$ cat config.mk
export PLATFORM = sky130hd
export DESIGN_NAME = gcd_isqrt
export DESIGN_NICKNAME = d
export VERILOG_FILES = /design/src/rtl/gcd_pkg.sv /design/src/rtl/gcd_isqrt.sv
export SDC_FILE = /design/constraint.sdc
export NUM_CORES = 2
export LEC_CHECK = 0
export BUFFER_PORTS_ARGS = -buffer_cell sky130_fd_sc_hd__buf_4
export CORE_MARGIN = 2
export CORE_UTILIZATION = 53
export CTS_CLUSTER_DIAMETER = 200
export CTS_CLUSTER_SIZE = 30
export DETAILED_ROUTE_END_ITERATION = 8
export GPL_TIMING_DRIVEN = 1
export PLACE_DENSITY = 0.74
export REMOVE_ABC_BUFFERS = 1
export SLEW_MARGIN = 20
export SYNTH_ARGS = -nofsm -noshare
export SYNTH_HDL_FRONTEND = slang
export SYNTH_SLANG_ARGS = --single-unit
$ cat constraint.sdc
create_clock -name i_clk -period 15.7 [get_ports i_clk]
set_input_delay 3.14 -clock i_clk [delete_from_list [all_inputs] [get_ports i_clk]]
set_output_delay 3.14 -clock i_clk [all_outputs]
set_load 0.005 [all_outputs]
$ cat src/rtl/gcd_pkg.sv
// Package with constants, types and tables of the great-circle distance unit.
`timescale 1ns / 1ps
`default_nettype none
package gcd_pkg;

    localparam int STEPS     = 28;
    localparam int ANG_W     = 26;
    localparam int COS_W     = 32;
    localparam int CW        = 34;
    localparam int ROOT_W    = 31;
    localparam int ISQ_STEPS = 31;
    localparam int ISQ_W     = 62;
    localparam int DIST_W    = 23;

    localparam int DEG_FULL  = 23592960;
    localparam int DEG_HALF  = 11796480;
    localparam int DEG_QUART = 5898240;
    localparam int ONE_Q30   = 1073741824;
    localparam int K_Q30     = 652032874;
    localparam int DIST_MAX  = 5123840;
    localparam int R_SCALED  = 1630976;

    localparam logic [31:0] PI_Q30   = 32'd3373259426;
    localparam logic [31:0] RECIP45  = 32'd3054198966;

    localparam int COS_LAT = STEPS + 6;
    localparam int TOT_LAT = COS_LAT + 4 + ISQ_STEPS + STEPS + 2;

    typedef logic signed [ANG_W-1:0] t_angle;
    typedef logic signed [COS_W-1:0] t_cos;
    typedef logic signed [CW-1:0]    t_cord;

    // Arctangent of 2^-i in radians Q30.
    function automatic logic [31:0] atan_q30(input int i);
        logic [31:0] v;
        case (i)
            0:  v = 32'd843314856;
            1:  v = 32'd497837829;
            2:  v = 32'd263043836;
            3:  v = 32'd133525158;
            4:  v = 32'd67021686;
            5:  v = 32'd33543515;
            6:  v = 32'd16775850;
            7:  v = 32'd8388437;
            8:  v = 32'd4194282;
            9:  v = 32'd2097149;
            10: v = 32'd1048575;
            11: v = 32'd524287;
            12: v = 32'd262143;
            13: v = 32'd131071;
            14: v = 32'd65535;
            15: v = 32'd32767;
            16: v = 32'd16383;
            17: v = 32'd8191;
            18: v = 32'd4095;
            19: v = 32'd2047;
            20: v = 32'd1023;
            21: v = 32'd511;
            22: v = 32'd255;
            23: v = 32'd127;
            24: v = 32'd63;
            25: v = 32'd31;
            26: v = 32'd15;
            27: v = 32'd7;
            default: v = 32'd0;
        endcase
        return v;
    endfunction

endpackage
`default_nettype wire

$ cat src/rtl/gcd_isqrt.sv
// Pipelined integer square root, one result bit per stage.
`timescale 1ns / 1ps
`default_nettype none
module gcd_isqrt import gcd_pkg::*; (
    input  logic              i_clk,
    input  logic              i_en,
    input  logic [ISQ_W-1:0]  i_v,
    output logic [ROOT_W-1:0] o_root
);

    logic [ISQ_W-1:0] r_v [0:ISQ_STEPS-1];
    logic [ISQ_W-1:0] r_r [0:ISQ_STEPS-1];

    for (genvar j = 0; j < ISQ_STEPS; j++) begin : g_stage
        localparam logic [ISQ_W-1:0] BIT = ISQ_W'(1) << (2 * (ISQ_STEPS - 1 - j));
        logic [ISQ_W-1:0] w_vi, w_ri, w_sum;
        if (j == 0) begin : g_first
            assign w_vi = i_v;
            assign w_ri = '0;
        end else begin : g_next
            assign w_vi = r_v[j-1];
            assign w_ri = r_r[j-1];
        end
        assign w_sum = w_ri + BIT;
        always_ff @(posedge i_clk) begin
            if (i_en) begin
                if (w_vi >= w_sum) begin
                    r_v[j] <= w_vi - w_sum;
                    r_r[j] <= (w_ri >> 1) + BIT;
                end else begin
                    r_v[j] <= w_vi;
                    r_r[j] <= w_ri >> 1;
                end
            end
        end
    end

    assign o_root = r_r[ISQ_STEPS-1][ROOT_W-1:0];

endmodule
`default_nettype wire

# Word-level counts from Yosys, hierarchy flattened
# Memory sizes are Yosys's and may differ from the RTL's.
# Index checks and enable logic that the tools add are counted.
dict set report word_totals {
  in_bits 64
  regBits 0
  memories 2
  ram_bits 3844
  elab_cells 434
  output_inout_bits 31
}
# name words word_bits rd rd_clocked_by_memory_dff write_ports line_no
set mem_list {}
lappend mem_list {r_r 31 62 31 0 31 gcd_isqrt.sv:12} ;# logic [ISQ_W-1:0] r_r [0:ISQ_STEPS-1];
lappend mem_list {r_v 31 62 30 0 31 gcd_isqrt.sv:11} ;# logic [ISQ_W-1:0] r_v [0:ISQ_STEPS-1];
dict set report classes {
  bitwise 62
  n_mux 248
  magnitude_cmp 31
  addsub 91
}
# op count
set op_table {}
lappend op_table {{two-way mux 62 bit} 62}
lappend op_table {{greater-or-equal comparator 62 bit} 30}
lappend op_table {{subtractor 62 bit} 30}
lappend op_table {{two-way mux 1 bit} 186}
lappend op_table {{adder 61 x 1 -> 62 bit, second input constant} 1}
lappend op_table {{adder 61 x 11 -> 62 bit, second input constant} 1}
lappend op_table {{adder 61 x 13 -> 62 bit, second input constant} 1}
lappend op_table {{adder 61 x 15 -> 62 bit, second input constant} 1}
lappend op_table {{adder 61 x 17 -> 62 bit, second input constant} 1}
lappend op_table {{adder 61 x 19 -> 62 bit, second input constant} 1}
lappend op_table {{adder 61 x 21 -> 62 bit, second input constant} 1}
lappend op_table {{adder 61 x 23 -> 62 bit, second input constant} 1}
lappend op_table {{adder 61 x 25 -> 62 bit, second input constant} 1}
lappend op_table {{adder 61 x 27 -> 62 bit, second input constant} 1}
lappend op_table {{adder 61 x 29 -> 62 bit, second input constant} 1}
lappend op_table {{adder 61 x 3 -> 62 bit, second input constant} 1}
lappend op_table {{adder 61 x 31 -> 62 bit, second input constant} 1}
lappend op_table {{adder 61 x 33 -> 62 bit, second input constant} 1}
lappend op_table {{adder 61 x 35 -> 62 bit, second input constant} 1}
lappend op_table {{adder 61 x 37 -> 62 bit, second input constant} 1}
lappend op_table {{adder 61 x 39 -> 62 bit, second input constant} 1}
lappend op_table {{adder 61 x 41 -> 62 bit, second input constant} 1}
lappend op_table {{adder 61 x 43 -> 62 bit, second input constant} 1}
lappend op_table {{adder 61 x 45 -> 62 bit, second input constant} 1}
lappend op_table {{other kinds (43)} 104}

# Logic depth before layout (Yosys ltp)
# An unclocked memory read counts as a cell.
dict set report logic_depth {
  depth_word 7
  depth_mapped 15
  mapped_depth_nobuf 12
}

# Least setup slack after synthesis
# Ideal clock, no wire load.
dict set report synth_path {
  path_kind {input to register}
  start {input i_en}
  end {memory r_r[26][8] (netlist: r_r[1][628]), enable pin}
  arrival_ns 6.923
  required_ns 15.221
  cell_stages 6
  path_slack_ns 8.298
  setup_ns 0.479
  n_path_buf 6
  path_cell_list {clkbuf_1 clkbuf_1 clkbuf_1 clkbuf_1 clkbuf_1 clkbuf_1}
}
# element line_no
set synth_lines {}
lappend synth_lines {{start: declaration} gcd_isqrt.sv:6} ;# input logic i_en,
lappend synth_lines {{end: declaration} gcd_isqrt.sv:12}

==> impl_metrics.json <==
{
  "cp-start-kind": "input pin",
  "drv_cap": 0,
  "cts_sinks": 2356,
  "synth_cell_types": 98,
  "yosys.area.top_type": "edfxtp_1",
  "rrSetupSlack_ns": 10.62,
  "track_usage_pct": 24.6,
  "syn_avg_cell_area_um2": 12.4,
  "cts_buffers": 88,
  "finalCritPeriodShare_pct": 43.9,
  "drt.antenna.violating_nets": 0,
  "synth_top_flop_cell": "edfxtp_1",
  "slew_headroom_pct": 11.1,
  "async_reset_ff_share_pct": 0,
  "placed_cell_area_mm2": 0.118,
  "worst-path-buf-inv": 3,
  "ctsResizeCount": 0,
  "synth_compound_area_share_pct": 9.51,
  "rr_endpoint": "r_v[1][794]",
  "synthXorXnorAreaFrac_pct": 6.40,
  "crit_fanout": 115,
  "grt_pass1_vias": 69700,
  "core_area_mm2": 0.214,
  "worstSetupEndpointType": "flop",
  "dieHeight_um": 467,
  "hp-start": "r_v[1][20]",
  "crit_slowest_cell": "nand4b_1",
  "post-route-util_pct": 56.2,
  "yosys_warnings": 0,
  "ioPinCount": 95,
  "totalWireLength_um": 273000,
  "skew_ns": 0.0398,
  "layout.nets": 9759,
  "r2r_cells": 12,
  "syn-instance-count": 9165,
  "grt_max_degree": 175,
  "synthesis.area_mm2": 0.114,
  "worst_path_most_repeated_cell": "buf_4",
  "critPathKind": "input pin to flop",
  "slew_viol_final": 0,
  "finalSetupViolCount": 0,
  "crit_family": "simple AND/OR/NAND/NOR gates",
  "place.gp.congestion": 0.924,
  "yosysSeqAreaShare_pct": 62.1,
  "cts_hold_buffers": 0,
  "cp.required_ns": 16.24,
  "startpoint": "i_en",
  "total_leakage_power_nw": 44.1,
  "powerDensity_mw_per_mm2": 128,
  "dr_total_vias": 72100,
  "post_cts_buffers": 0,
  "globalRoute.totalOverflow": 0,
  "htree_levels": 3,
  "fmax_ghz": 0.145,
  "synth_edf_count": 2356,
  "clk_latency_ns": 0.80,
  "area_delta_synth_final_pct": 5.63,
  "status": "complete, no violations",
  "fill_cells": 17400,
  "layout-drive-gt1-share_pct": 4.53,
  "grt_setup_unrepaired": "no",
  "synth_top_family_by_area": "simple AND/OR/NAND/NOR gates",
  "finalHoldViolations": 0,
  "synthSimpleGateAreaFrac_pct": 12.6,
  "final_area_mm2": 0.120,
  "arrival_ns": 7.44,
  "wl_per_cell_um": 22.7,
  "holdPathStages": 0,
  "crit_path_cell_trace": "buf_16, buf_4, buf_4, nor4b_1, and2_1, nand4b_1, nand2_1, nor3_1, xor2_1",
  "min_to": "r_v[1][82]",
  "antenna_found_initial": 15,
  "period_needed_ns": 6.89,
  "worst_pin_slew_ns": 1.32,
  "clockRootBuffer": "clkbuf_16",
  "drt-initial-drc-count": 6998,
  "synth.area.mux_share_pct": 0.687,
  "die-area_mm2": 0.219,
  "hold_path.class": "flop to flop",
  "cp.depth": 9,
  "io_buffers": 94,
  "max-vdd-ir-drop_v": 0.0000982,
  "clk_pin_slew_worst_paths_ns": 0.12,
  "cts_tree": "yes",
  "dr.pass1.iters": 8,
  "synth-adder-area-share_pct": 5.77,
  "yosys-top-cells-area": "edfxtp_1 62%, ha_1 5.8%, xor2_1 3.3%",
  "initial_utilization_pct": 53.2,
  "avgViaCountPerCell": 6.00,
  "synth_top_area_share_pct": 62.1,
  "fin_setup_tns_ns": 0,
  "clock_path_buffers": 3,
  "place_hpwl_um": 208000,
  "slowest_delay_ns": 0.69,
  "die_x_um": 467,
  "row_count": 170,
  "remaining_drc_errors": 0,
  "rr_startpoint": "r_r[1][688]",
  "yosys_register_bits": 2356,
  "grt_pass1_wl_um": 414000
}
-- layer usage --
layer  wire (µm)  vias to the layer above  share of wire [%]  GRT usage [%]
met5          13                        -             0.0048              0
met4        4440                        2                1.6           4.69
met3       16000                      257                5.9           3.21
met2      131000                     1953                 48           40.9
met1      121000                    35900                 44           34.9
li1            -                    34000                  -              -
-- cell usage in the layout, fill, tap and decap left out, types with 35 or more instances in the layout --
master and count:
a211oi_1 43, a21o_1 224, a21oi_1 471, a31oi_1 42
buf_4 142, clkbuf_16 88, edfxtp_1 2356, ha_1 525
inv_1 642, mux2_2 57, nand2_1 693, nand2b_1 109
nand3_1 158, nand4_1 170, nor2_1 507, nor2b_1 82
nor3_1 254, nor4_1 330, nor4b_1 58, o21a_1 84
o21ai_0 533, o21bai_1 63, o31ai_1 35, or2_2 48
or3_1 95, or4_1 63, xnor2_1 402, xor2_1 430
-- cell type report --
type,count,area [µm²],share of cell area (%)
diodes,2,5.00,0.00416
clock buffers,88,2200,1.83
clock inverters,8,216,0.180
inverters,642,2410,2.00
multi-input cells,5934,39900,33.2
flip-flops and latches,2356,70700,58.8
well taps,2838,3550,2.95
repair buffers,148,1180,0.984
-- kinds of logic after synthesis --
| family | count (synthesis) |
|---|---|
| compound gates | 1746 |
| mux | 71 |
| simple gates | 2760 |
| buf+inv | 875 |
| fa+ha+maj | 525 |
| flops | 2356 |
| xor+xnor | 832 |
-- worst max-delay path by stage --
stage / end / slack [ns]
6_report: r_v[1][615] / 8.81
5_1_grt: r_v[1][607] / 8.53
4_1_cts: r_v[1][615] / 8.92
3_5_place_dp: r_v[1][615] / 8.05
3_3_place_gp: r_v[1][613] / 8.28
2_1_floorplan: r_v[1][365] / 8.29
-- registers in the layout, summed over array words and instances (netlist names) --
name / cells
r_v: 1860
r_r: 496
-- cells in the mapped netlist (all sizes together), types with 35 or more instances --
master	n
a21oi	473
or2	50
nor4	337
nor2b	82
or4	67
a211oi	47
nand3	160
nand2	694
a21o	224
nor2	509
a31oi	42
nand2b	109
edfxtp	2356
xor2	430
o21bai	63
o21ai	540
o21a	84
o31ai	35
nor4b	61
nand4	170
or3	95
nor3	258
ha	525
clkbuf	208
mux2	57
inv	642
xnor2	402
-- worst reg2reg max path: stages, from the launching register on --
cell	delay, ns
edfxtp_1	0.59
inv_1	0.10
ha_1	0.34
nor2b_1	0.15
o21ai_0	0.14
nand2b_1	0.13
a31oi_1	0.57
o21ai_1	0.26
a21oi_1	0.73
o21ai_0	0.39
a2111oi_2	1.05
nand4_1	0.23
xnor2_1	0.17
-- power breakdown --
| part | switching, mW | internal, mW | total, mW |
|---|---|---|---|
| sequential | 0.684 | 7.96 | 8.64 |
| combinational | 2.28 | 1.51 | 3.80 |
| clock | 1.86 | 1.04 | 2.90 |
| total | 4.83 | 10.5 | 15.3 |
-- metrics by stage --
step | cells | total power [mW] | setup WS, ns | hold slack (ns)
3_3_place_gp | 11900 | 12.5 | 8.28 | 0.424
2_1_floorplan | 8932 | 11.2 | 8.29 | 0.417
6_report | 12000 | 15.3 | 8.81 | 0.445
5_1_grt | 12000 | 16.1 | 8.53 | 0.461
4_1_cts | 12000 | 15.4 | 8.92 | 0.444
3_5_place_dp | 11900 | 12.5 | 8.05 | 0.430
(Power assumes the default switching activity.)
